File: config.mk
export PLATFORM = sky130hd
export DESIGN_NAME = byte_ring_buffer_core
export DESIGN_NICKNAME = d
export VERILOG_FILES = /design/src/rtl/brb_pkg.sv /design/src/rtl/brb_ram.sv /design/src/rtl/brb_ctrl.sv /design/src/rtl/brb_dp.sv /design/src/rtl/byte_ring_buffer_core.sv
export SDC_FILE = /design/constraint.sdc
export NUM_CORES = 1
export LEC_CHECK = 0
export BUFFER_PORTS_ARGS = -buffer_cell sky130_fd_sc_hd__buf_4
export CAP_MARGIN = 15
export CORE_MARGIN = 3
export CORE_UTILIZATION = 56
export DETAILED_ROUTE_END_ITERATION = 7
export PLACE_DENSITY_LB_ADDON = 0.08
export SLEW_MARGIN = 20
export SYNTH_ARGS = -nofsm -noshare
export SYNTH_HDL_FRONTEND = slang
export SYNTH_SLANG_ARGS = --single-unit
File: constraint.sdc
create_clock -name clk -period 3.9 [get_ports clk]
set_input_delay 0.585 -clock clk [delete_from_list [all_inputs] [get_ports clk]]
set_output_delay 0.585 -clock clk [all_outputs]
set_load 0.01 [all_outputs]
File: src/rtl/brb_pkg.sv
// Shared types, constants and pointer helpers for the byte ring buffer.
`timescale 1ns / 1ps

package brb_pkg;

  // Ring geometry: DEPTH slots, at most DEPTH-1 bytes held
  localparam int DEPTH      = 64;
  localparam int PUSH_LANES = 8;
  localparam int PTR_W      = $clog2(DEPTH);

  // Field widths of the beats
  localparam int OP_W    = 3;
  localparam int BYTES_W = 64;
  localparam int LANE_W  = 3;
  localparam int CNT_W   = 6;
  localparam int BYTE_W  = 8;

  localparam int IN_TDATA_W  = 72;
  localparam int IN_TUSER_W  = 3;
  localparam int OUT_TDATA_W = 16;
  localparam int OUT_TUSER_W = 2;

  // Operation codes carried on in_tuser
  typedef enum logic [OP_W-1:0] {
    OP_PUSH         = 3'd0,
    OP_PUSH_DISCARD = 3'd1,
    OP_POP          = 3'd2,
    OP_DROP         = 3'd3,
    OP_PEEK         = 3'd4,
    OP_CLEAR        = 3'd5
  } op_t;

  typedef enum logic [2:0] {
    ST_IDLE,
    ST_DECIDE,
    ST_WRITE,
    ST_READ,
    ST_EMIT,
    ST_RESP
  } state_t;

  // Controller to datapath
  typedef struct packed {
    logic capture;    // latch the input beat
    logic setup;      // apply pointer moves and load the byte counter
    logic wr_byte;    // write one pushed byte
    logic rd_req;     // read the byte at the scan pointer
    logic emit_byte;  // load a data beat into the output register
    logic emit_resp;  // load a data-less beat into the output register
    logic resp_err;   // status bit of the data-less beat
  } cmd_t;

  // Datapath to controller
  typedef struct packed {
    op_t  op;
    logic refuse;    // operation refused: count above the lane count, unknown code, or lack of space or data
    logic no_work;   // nothing to write or emit
    logic rem_one;   // one byte left to move
    logic out_free;  // output register can take a beat
  } stat_t;

  // (p + n) mod DEPTH, n below DEPTH
  function automatic logic [PTR_W-1:0] ptr_add(logic [PTR_W-1:0] p, logic [PTR_W-1:0] n);
    logic [PTR_W:0] s;
    s = {1'b0, p} + {1'b0, n};
    if (s >= (PTR_W+1)'(DEPTH)) begin
      s = s - (PTR_W+1)'(DEPTH);
    end
    return s[PTR_W-1:0];
  endfunction

  // (w - r) mod DEPTH
  function automatic logic [PTR_W-1:0] ptr_diff(logic [PTR_W-1:0] w, logic [PTR_W-1:0] r);
    logic [PTR_W:0] s;
    s = {1'b0, w} + (PTR_W+1)'(DEPTH) - {1'b0, r};
    if (s >= (PTR_W+1)'(DEPTH)) begin
      s = s - (PTR_W+1)'(DEPTH);
    end
    return s[PTR_W-1:0];
  endfunction

endpackage

File: src/rtl/brb_ram.sv
// Generic single-write, single-read RAM with registered read data.
`timescale 1ns / 1ps

module brb_ram #(
  parameter int WIDTH = 8,
  parameter int DEPTH = 64,
  localparam int AW = (DEPTH > 1) ? $clog2(DEPTH) : 1
) (
  input  logic             clk,
  input  logic             wr_en,
  input  logic [AW-1:0]    wr_addr,
  input  logic [WIDTH-1:0] wr_data,
  input  logic             rd_en,
  input  logic [AW-1:0]    rd_addr,
  output logic [WIDTH-1:0] rd_data
);

  logic [WIDTH-1:0] mem [DEPTH];
  logic [WIDTH-1:0] rd_data_r;

  always_ff @(posedge clk) begin
    if (wr_en) begin
      mem[wr_addr] <= wr_data;
    end
  end

  // read data holds until the next read
  always_ff @(posedge clk) begin
    if (rd_en) begin
      rd_data_r <= mem[rd_addr];
    end
  end

  assign rd_data = rd_data_r;

endmodule

File: src/rtl/brb_ctrl.sv
// Sequencer of the byte ring buffer: one operation at a time.
`timescale 1ns / 1ps

module brb_ctrl (
  input  logic           clk,
  input  logic           rst_n,
  input  logic           in_valid,
  output logic           in_ready,
  input  brb_pkg::stat_t st,
  output brb_pkg::cmd_t  cmd
);

  brb_pkg::state_t state_r, state_nxt;
  logic            err_r, err_nxt;

  always_ff @(posedge clk) begin
    if (!rst_n) begin
      state_r <= brb_pkg::ST_IDLE;
      err_r   <= 1'b0;
    end else begin
      state_r <= state_nxt;
      err_r   <= err_nxt;
    end
  end

  // next state
  always_comb begin
    state_nxt = state_r;
    err_nxt   = err_r;
    unique case (state_r)
      brb_pkg::ST_IDLE: begin
        if (in_valid) begin
          state_nxt = brb_pkg::ST_DECIDE;
        end
      end
      brb_pkg::ST_DECIDE: begin
        err_nxt = st.refuse;
        if (st.refuse || st.no_work) begin
          state_nxt = brb_pkg::ST_RESP;
        end else begin
          case (st.op)
            brb_pkg::OP_PUSH, brb_pkg::OP_PUSH_DISCARD: state_nxt = brb_pkg::ST_WRITE;
            brb_pkg::OP_POP, brb_pkg::OP_PEEK:          state_nxt = brb_pkg::ST_READ;
            default:                                    state_nxt = brb_pkg::ST_RESP;
          endcase
        end
      end
      brb_pkg::ST_WRITE: begin
        if (st.rem_one) begin
          state_nxt = brb_pkg::ST_RESP;
        end
      end
      brb_pkg::ST_READ: begin
        state_nxt = brb_pkg::ST_EMIT;
      end
      brb_pkg::ST_EMIT: begin
        if (st.out_free) begin
          state_nxt = st.rem_one ? brb_pkg::ST_IDLE : brb_pkg::ST_READ;
        end
      end
      brb_pkg::ST_RESP: begin
        if (st.out_free) begin
          state_nxt = brb_pkg::ST_IDLE;
        end
      end
      default: state_nxt = brb_pkg::ST_IDLE;
    endcase
  end

  // outputs
  always_comb begin
    cmd      = '0;
    in_ready = 1'b0;
    unique case (state_r)
      brb_pkg::ST_IDLE: begin
        in_ready    = 1'b1;
        cmd.capture = in_valid;
      end
      brb_pkg::ST_DECIDE: begin
        cmd.setup = !st.refuse;
      end
      brb_pkg::ST_WRITE: begin
        cmd.wr_byte = 1'b1;
      end
      brb_pkg::ST_READ: begin
        cmd.rd_req = 1'b1;
      end
      brb_pkg::ST_EMIT: begin
        cmd.emit_byte = st.out_free;
      end
      brb_pkg::ST_RESP: begin
        cmd.emit_resp = st.out_free;
        cmd.resp_err  = err_r;
      end
      default: cmd = '0;
    endcase
  end

endmodule

File: src/rtl/brb_dp.sv
// Datapath: operand registers, ring pointers, byte store and output register.
`timescale 1ns / 1ps

module brb_dp (
  input  logic                         clk,
  input  logic                         rst_n,
  input  brb_pkg::cmd_t                cmd,
  output brb_pkg::stat_t               st,
  input  logic [brb_pkg::OP_W-1:0]     operation,
  input  logic [brb_pkg::BYTES_W-1:0]  push_bytes,
  input  logic [brb_pkg::CNT_W-1:0]    count,
  input  logic                         out_ready,
  output logic                         out_valid,
  output logic [brb_pkg::BYTE_W-1:0]   data_byte,
  output logic                         has_data,
  output logic                         status,
  output logic                         last,
  output logic [brb_pkg::CNT_W-1:0]    fill_level
);

  localparam int PW = brb_pkg::PTR_W;
  localparam int CW = brb_pkg::CNT_W;

  // operand registers
  logic [brb_pkg::OP_W-1:0]    op_r;
  logic [brb_pkg::BYTES_W-1:0] bytes_r;
  logic [CW-1:0]               cnt_r;

  // ring state and work counters
  logic [PW-1:0]               rp_r, wp_r, scan_r;
  logic [CW-1:0]               rem_r;
  logic [brb_pkg::LANE_W-1:0]  lane_r;

  // output register
  logic                        ovalid_r;
  logic [brb_pkg::BYTE_W-1:0]  odata_r;
  logic                        ohas_r, ostat_r, olast_r;
  logic [CW-1:0]               ofill_r;

  logic [PW-1:0]               fill_p;
  logic [CW-1:0]               fill_c, cnt_eff, room;
  logic [CW:0]                 push_sum;
  logic                        cnt_over, push_full, cnt_gt_fill, need_discard;
  logic                        out_free;
  logic [brb_pkg::BYTE_W-1:0]  ram_rdata, wr_byte;
  brb_pkg::op_t                op;

  assign op     = brb_pkg::op_t'(op_r);
  assign fill_p = brb_pkg::ptr_diff(wp_r, rp_r);
  assign fill_c = CW'(fill_p);

  // space and data checks
  assign cnt_over     = cnt_r > CW'(brb_pkg::PUSH_LANES);
  assign push_sum     = {1'b0, cnt_r} + {1'b0, fill_c};
  assign push_full    = push_sum >= (CW+1)'(brb_pkg::DEPTH);
  assign cnt_gt_fill  = cnt_r > fill_c;
  assign cnt_eff      = (cnt_r > CW'(brb_pkg::DEPTH - 1)) ? CW'(brb_pkg::DEPTH - 1) : cnt_r;
  assign room         = CW'(brb_pkg::DEPTH - 1) - fill_c;
  assign need_discard = cnt_eff > room;

  assign out_free = !ovalid_r || out_ready;

  always_comb begin
    st.op       = op;
    st.rem_one  = rem_r == CW'(1);
    st.out_free = out_free;
    st.refuse   = 1'b1;
    st.no_work  = 1'b1;
    case (op)
      brb_pkg::OP_PUSH: begin
        st.refuse  = cnt_over || push_full;
        st.no_work = cnt_r == '0;
      end
      brb_pkg::OP_PUSH_DISCARD: begin
        st.refuse  = cnt_over;
        st.no_work = cnt_eff == '0;
      end
      brb_pkg::OP_POP: begin
        st.refuse  = cnt_gt_fill;
        st.no_work = cnt_r == '0;
      end
      brb_pkg::OP_DROP: begin
        st.refuse  = cnt_gt_fill;
      end
      brb_pkg::OP_PEEK: begin
        st.refuse  = 1'b0;
        st.no_work = fill_c == '0;
      end
      brb_pkg::OP_CLEAR: begin
        st.refuse  = 1'b0;
      end
      default: begin
        st.refuse  = 1'b1;
        st.no_work = 1'b1;
      end
    endcase
  end

  // input beat capture
  always_ff @(posedge clk) begin
    if (cmd.capture) begin
      op_r    <= operation;
      bytes_r <= push_bytes;
      cnt_r   <= count;
    end
  end

  // pointers
  always_ff @(posedge clk) begin
    if (!rst_n) begin
      rp_r <= '0;
      wp_r <= '0;
    end else begin
      if (cmd.setup) begin
        case (op)
          brb_pkg::OP_PUSH_DISCARD: begin
            if (need_discard) begin
              rp_r <= brb_pkg::ptr_add(rp_r, PW'(cnt_eff - room));
            end
          end
          brb_pkg::OP_DROP: rp_r <= brb_pkg::ptr_add(rp_r, PW'(cnt_r));
          brb_pkg::OP_CLEAR: begin
            rp_r <= '0;
            wp_r <= '0;
          end
          default: ;
        endcase
      end
      if (cmd.wr_byte) begin
        wp_r <= brb_pkg::ptr_add(wp_r, PW'(1));
      end
      if (cmd.emit_byte && op == brb_pkg::OP_POP) begin
        rp_r <= brb_pkg::ptr_add(scan_r, PW'(1));
      end
    end
  end

  // work counters and scan pointer
  always_ff @(posedge clk) begin
    if (cmd.setup) begin
      lane_r <= '0;
      scan_r <= rp_r;
      case (op)
        brb_pkg::OP_PUSH_DISCARD: rem_r <= cnt_eff;
        brb_pkg::OP_PEEK:         rem_r <= fill_c;
        default:                  rem_r <= cnt_r;
      endcase
    end
    if (cmd.wr_byte) begin
      lane_r <= lane_r + brb_pkg::LANE_W'(1);
      rem_r  <= rem_r - CW'(1);
    end
    if (cmd.emit_byte) begin
      scan_r <= brb_pkg::ptr_add(scan_r, PW'(1));
      rem_r  <= rem_r - CW'(1);
    end
  end

  assign wr_byte = bytes_r[{lane_r, 3'b000} +: brb_pkg::BYTE_W];

  brb_ram #(
    .WIDTH (brb_pkg::BYTE_W),
    .DEPTH (brb_pkg::DEPTH)
  ) u_store (
    .clk     (clk),
    .wr_en   (cmd.wr_byte),
    .wr_addr (wp_r),
    .wr_data (wr_byte),
    .rd_en   (cmd.rd_req),
    .rd_addr (scan_r),
    .rd_data (ram_rdata)
  );

  // output register valid
  always_ff @(posedge clk) begin
    if (!rst_n) begin
      ovalid_r <= 1'b0;
    end else if (cmd.emit_byte || cmd.emit_resp) begin
      ovalid_r <= 1'b1;
    end else if (out_ready) begin
      ovalid_r <= 1'b0;
    end
  end

  // output register payload; a pop beat shows the level after its byte leaves
  always_ff @(posedge clk) begin
    if (cmd.emit_byte) begin
      odata_r <= ram_rdata;
      ohas_r  <= 1'b1;
      ostat_r <= 1'b0;
      olast_r <= rem_r == CW'(1);
      ofill_r <= (op == brb_pkg::OP_POP) ? fill_c - CW'(1) : fill_c;
    end else if (cmd.emit_resp) begin
      odata_r <= '0;
      ohas_r  <= 1'b0;
      ostat_r <= cmd.resp_err;
      olast_r <= 1'b1;
      ofill_r <= fill_c;
    end
  end

  assign out_valid  = ovalid_r;
  assign data_byte  = odata_r;
  assign has_data   = ohas_r;
  assign status     = ostat_r;
  assign last       = olast_r;
  assign fill_level = ofill_r;

endmodule

File: src/rtl/byte_ring_buffer_core.sv
// Top level of the byte ring buffer: stream ports, sequencer and datapath.
`timescale 1ns / 1ps

//  Channel | Dir | Ports                         | Contents
//  in      | in  | in_tvalid/tready/tdata/tuser  | one operation beat
//  out     | out | out_tvalid/tready/tdata/tuser/tlast | result beats
//
//  Push writes its bytes through one store write port, one byte a cycle.
//  Pop and peek do a registered store read for each byte before it is emitted.
//  The output register lets the next beat in while the last result waits;
//  a stalled out_tready holds the sequencer at the next result.
//  rst_n is synchronous, active low; it empties the ring, store contents stay.

module byte_ring_buffer_core (
  input  logic                             clk,
  input  logic                             rst_n,
  input  logic                             in_tvalid,
  output logic                             in_tready,
  // [63:0] push_bytes, [69:64] count, [71:70] zero
  input  logic [brb_pkg::IN_TDATA_W-1:0]   in_tdata,
  // [2:0] operation
  input  logic [brb_pkg::IN_TUSER_W-1:0]   in_tuser,
  output logic                             out_tvalid,
  input  logic                             out_tready,
  // [7:0] data_byte, [13:8] fill_level, [15:14] zero
  output logic [brb_pkg::OUT_TDATA_W-1:0]  out_tdata,
  // [0] has_data, [1] status
  output logic [brb_pkg::OUT_TUSER_W-1:0]  out_tuser,
  output logic                             out_tlast
);

  brb_pkg::cmd_t               cmd;
  brb_pkg::stat_t              st;
  logic [brb_pkg::BYTE_W-1:0]  data_byte;
  logic [brb_pkg::CNT_W-1:0]   fill_level;
  logic                        has_data, status;

  brb_ctrl u_ctrl (
    .clk      (clk),
    .rst_n    (rst_n),
    .in_valid (in_tvalid),
    .in_ready (in_tready),
    .st       (st),
    .cmd      (cmd)
  );

  brb_dp u_dp (
    .clk        (clk),
    .rst_n      (rst_n),
    .cmd        (cmd),
    .st         (st),
    .operation  (in_tuser[2:0]),
    .push_bytes (in_tdata[63:0]),
    .count      (in_tdata[69:64]),
    .out_ready  (out_tready),
    .out_valid  (out_tvalid),
    .data_byte  (data_byte),
    .has_data   (has_data),
    .status     (status),
    .last       (out_tlast),
    .fill_level (fill_level)
  );

  assign out_tdata = {2'b00, fill_level, data_byte};
  assign out_tuser = {status, has_data};

`ifndef SYNTHESIS
  // one operation at a time: the beat after an accept is never taken
  a_one_op: assert property (@(posedge clk) disable iff (!rst_n)
    (in_tvalid && in_tready) |=> !in_tready)
    else $error("input accepted while an operation is in progress");

  // beats without a stored byte close their operation and carry a zero byte
  a_empty_beat: assert property (@(posedge clk) disable iff (!rst_n)
    (out_tvalid && !out_tuser[0]) |-> (out_tlast && out_tdata[7:0] == 8'd0))
    else $error("data-less beat not last or not zero");

  // a refused operation never carries data
  a_refuse_nodata: assert property (@(posedge clk) disable iff (!rst_n)
    (out_tvalid && out_tuser[1]) |-> !out_tuser[0])
    else $error("refused beat carries data");

  // a waiting result beat stays put until it is taken
  a_out_hold: assert property (@(posedge clk) disable iff (!rst_n)
    (out_tvalid && !out_tready) |=>
      (out_tvalid && $stable(out_tdata) && $stable(out_tuser) && $stable(out_tlast)))
    else $error("result beat changed while waiting");
`endif

endmodule
==> impl_metrics.json <==
{
  "status": "finished clean",
  "dp_hpwl_mm": 35.8,
  "holdPathStages": 1,
  "fmax_mhz": 265,
  "path_cells": "inv_1 -> ha_1 -> nor2b_1 -> o31a_1 -> a21o_1 -> inv_1 -> ha_4 -> o21a_1 -> o31ai_2 -> a21oi_1 -> nor2_1 -> ha_1 -> nor2b_4 -> a221o_1 -> nor3b_2 -> nand4_1 -> nor3b_2 -> o31a_1",
  "worstMarginPinSlew_ns": 0.900,
  "ys_types": 61,
  "grt_max_degree": 76,
  "die_area_sq_um": 49600,
  "vias": 13359,
  "startpoint_type": "flip-flop",
  "synth_area_leaders": "edfxtp_1 (71%), mux4_2 (15%), ha_1 (1.6%)",
  "async_flop_share": 0,
  "ys_ff_latch": 642,
  "ir_worst_vdd_mv": 0.410,
  "skew_ns": 0.0185,
  "ctsRootBufferMaster": "clkbuf_16",
  "vias_per_cell": 6.11,
  "slowest_stage": "dfxtp_1",
  "syn_to_final_growth_pct": 14.8,
  "io_pins": 100,
  "clkPwrFrac": 0.265,
  "finalPower_mw": 20.4,
  "clock_path_buffers": 3,
  "post-route-period-util": 0.968,
  "grt_util_met1": 0.344,
  "rrSetupSlack_ns": 0.12,
  "cp.arrival_ns": 4.28,
  "yosys_warnings": 0,
  "power_density_nw_per_um2": 675,
  "max_cap_viol_count": 0,
  "p_int_mw": 14.4,
  "use_met3": 0.0328,
  "cts_tree": "done",
  "port_buffers": 95,
  "final.setup.tns_ns": 0,
  "synth-seq-area-share": 0.725,
  "reg2reg_depth": 18,
  "placed_cell_area_sq_um": 28300,
  "drc": 0,
  "antenna_cells": 0,
  "numCtsBuffers": 60,
  "design.core.area_sq_um": 45900,
  "hp-class": "input pin to flip-flop",
  "synth_edf_count": 623,
  "end_kind": "flip-flop",
  "maxSlewViolCount": 0,
  "synthesis.area_sq_um": 26300,
  "seqPwrFrac": 0.452,
  "rr_startpoint": "u_dp.rp_r[1]$_SDFFE_PN0P_",
  "finalSetupViolCount": 0,
  "setup_ws_ns": 0.124,
  "grt_antenna_before_repair": 0,
  "cp-endpoint": "u_dp.rp_r[5]$_SDFFE_PN0P_",
  "period_needed_ns": 3.78,
  "synth_area_leader_cell": "edfxtp_1",
  "netlist_instances": 1361,
  "required_ns": 4.40,
  "path_depth": 18,
  "power_frac_comb": 0.283,
  "drt_iter0_drc": 1336,
  "fin_hold_ws_ns": 0.142,
  "place_congestion": 0.866,
  "path_delay_family": "compound AO/OA/AOI/OAI gates",
  "hold_violations": 0,
  "grt_use_total": 0.233,
  "clk_latency_ns": 0.62,
  "yosysTopAreaCellShare": 0.711,
  "cp_slowest_stage_delay_ns": 0.37,
  "num_rows": 78,
  "crit_buf_inv": 2,
  "worst_r2r_endpoint": "u_dp.rp_r[5]$_SDFFE_PN0P_",
  "die_h_um": 223,
  "finalWirelength_mm": 56.8,
  "clock_sink_count": 642,
  "synth.avg_cell_area_sq_um": 19.3,
  "design_area_sq_um": 30200,
  "fin_nets": 1655,
  "relSlewSlack": 0.400,
  "detail-route-antenna-nets": 0,
  "p_switching_mw": 6.02,
  "grt_pass1_vias": 13543,
  "grt_pass1_wl_mm": 86.1,
  "path_class": "flip-flop to flip-flop",
  "start_util": 0.574,
  "netSwitchingFraction": 0.295,
  "first_pass_iters": 5,
  "grt_overflow": 0,
  "grt_use_met2": 0.374,
  "routedWlPerCell_um": 26.0,
  "die_w_um": 223,
  "rsz0062_at_grt": "true",
  "cp-startpoint": "u_dp.rp_r[1]$_SDFFE_PN0P_",
  "crit_fanout": 5,
  "layout-drive-gt1-share": 0.304,
  "place_ws_ns": 0.00550,
  "ys.flop_type": "edfxtp_1",
  "nFillCells": 3121,
  "p_leak_nw": 9.97,
  "clk_pin_slew_worst_paths_ns": 0.06,
  "grt.busiest_layer": "met2",
  "htreeDepth": 2,
  "cts-hold-fix-buffers": 0
}
==> power by group through the flow <==
stage | Sequential [mW] | Combinational (mW) | Clock (mW)
after global placement | 9.35 | 5.59 | 0
final | 9.22 | 5.77 | 5.40
after detailed placement | 9.37 | 5.70 | 0
after CTS | 9.22 | 5.72 | 5.53
after global routing | 9.26 | 6.24 | 5.80
after floorplan | 9.28 | 3.65 | 0
==> worst reg2reg max path: stages, from the launching register on <==
cell	delay (ns)
dfxtp_1	0.37
inv_1	0.11
ha_1	0.28
nor2b_1	0.14
o31a_1	0.28
a21o_1	0.19
inv_1	0.15
ha_4	0.24
o21a_1	0.19
o31ai_2	0.07
a21oi_1	0.10
nor2_1	0.13
ha_1	0.26
nor2b_4	0.14
a221o_1	0.30
nor3b_2	0.20
nand4_1	0.10
nor3b_2	0.17
o31a_1	0.24
==> cells by family (layout without fill, tap and decap cells) <==
group	Yosys count	in the layout	share of synthesized area
AOI/OAI and AO/OA	117	117	0.0308
xor gates and xnor gates	20	20	0.00665
adders and majority gates	38	38	0.0192
buffers and inverters	103	326	0.0173
DFF	642	642	0.725
muxes	189	189	0.156
other	1	2	0.000142
and+or+nand+nor	251	251	0.0449
==> synthesized netlist by cell type (all sizes together), types with 6 or more instances <==
cell type / n
edfxtp: 623
nand3: 16
o21a: 10
a22oi: 17
nand2b: 6
o22ai: 7
nor3: 8
xor2: 10
clkbuf: 34
buf: 40
nor3b: 9
xnor2: 10
o21ai: 25
a21oi: 20
inv: 29
nor2: 102
nand2: 58
a211oi: 7
mux2: 8
dfxtp: 19
and2: 15
mux4: 176
ha: 34
nor2b: 16
==> how the worst min path moves through the flow <==
stage	start	to	slack, ns
final	in_tdata[67]	u_dp.cnt_r[3]$_DFFE_PP_	0.14
after global routing	in_tdata[17]	u_dp.bytes_r[17]$_DFFE_PP_	0.11
after CTS	in_tdata[24]	u_dp.bytes_r[24]$_DFFE_PP_	0.10
after detailed placement	u_dp.has_data$_SDFFE_PP1P_	u_dp.has_data$_SDFFE_PP1P_	0.44
after global placement	u_dp.has_data$_SDFFE_PP1P_	u_dp.has_data$_SDFFE_PP1P_	0.44
after floorplan	u_dp.has_data$_SDFFE_PP1P_	u_dp.has_data$_SDFFE_PP1P_	0.42
==> per-layer routing <==
metal / wire length, um / vias up
met4: 1300 / 0
li1: - / 5868
met2: 28400 / 418
met3: 3520 / 86
met5: 0 / -
met1: 23600 / 6987
==> registers in the layout, indices dropped and copies added (netlist names) <==
| register | count |
|---|---|
| u_dp.has_data | 1 |
| u_dp.scan_r | 6 |
| u_dp.lane_r | 3 |
| u_dp.out_valid | 1 |
| u_dp.rp_r | 6 |
| u_dp.cnt_r | 6 |
| u_dp.last | 1 |
| u_ctrl.state_r | 3 |
| u_dp.data_byte | 8 |
| u_dp.u_store.mem | 512 |
| u_dp.wp_r | 6 |
| u_ctrl.err_r | 1 |
| u_dp.u_store.rd_data | 8 |
| u_dp.fill_level | 6 |
| u_dp.status | 1 |
| u_dp.bytes_r | 64 |
| u_dp.op | 3 |
| u_dp.rem_r | 6 |
==> layout make-up <==
class | count | area [sq um] | area share
clock inverter | 28 | 159 | 0.00526
clock buffer | 81 | 1640 | 0.0544
inverter | 29 | 109 | 0.00360
multi-input combinational | 617 | 6910 | 0.229
tap | 600 | 751 | 0.0248
timing repair buffer | 188 | 1550 | 0.0513
sequential | 642 | 19100 | 0.632
==> cells in the final DEF, fill, tap and decap left out, types with 8 or more instances in the layout <==
master / count
a22oi_1: 17
xnor2_1: 9
buf_12: 11
o21ai_0: 24
inv_1: 25
buf_4: 177
nand2_1: 55
clkbuf_1: 17
clkbuf_16: 62
clkinv_2: 9
edfxtp_1: 623
xor2_1: 9
a21oi_1: 19
clkinv_1: 16
mux2_2: 8
ha_1: 30
dfxtp_1: 17
nand3_1: 15
nor2_1: 102
mux4_2: 176
and2_1: 14
o21a_1: 10
nor2b_1: 14
==> metrics by stage <==
step                      instances   util
final                          2185  0.659
after global routing           2185  0.659
after CTS                      2182  0.656
after detailed placement       2073  0.617
after global placement         2073  0.617
after floorplan                1362      -
==> timing repair <==
action	in CTS	in global routing
pin swaps	1	15
endpoints found under the setup margin	1	19
buffers inserted	0	3
resized for setup	0	24
No activity file was read; power rests on OpenSTA's default activity.
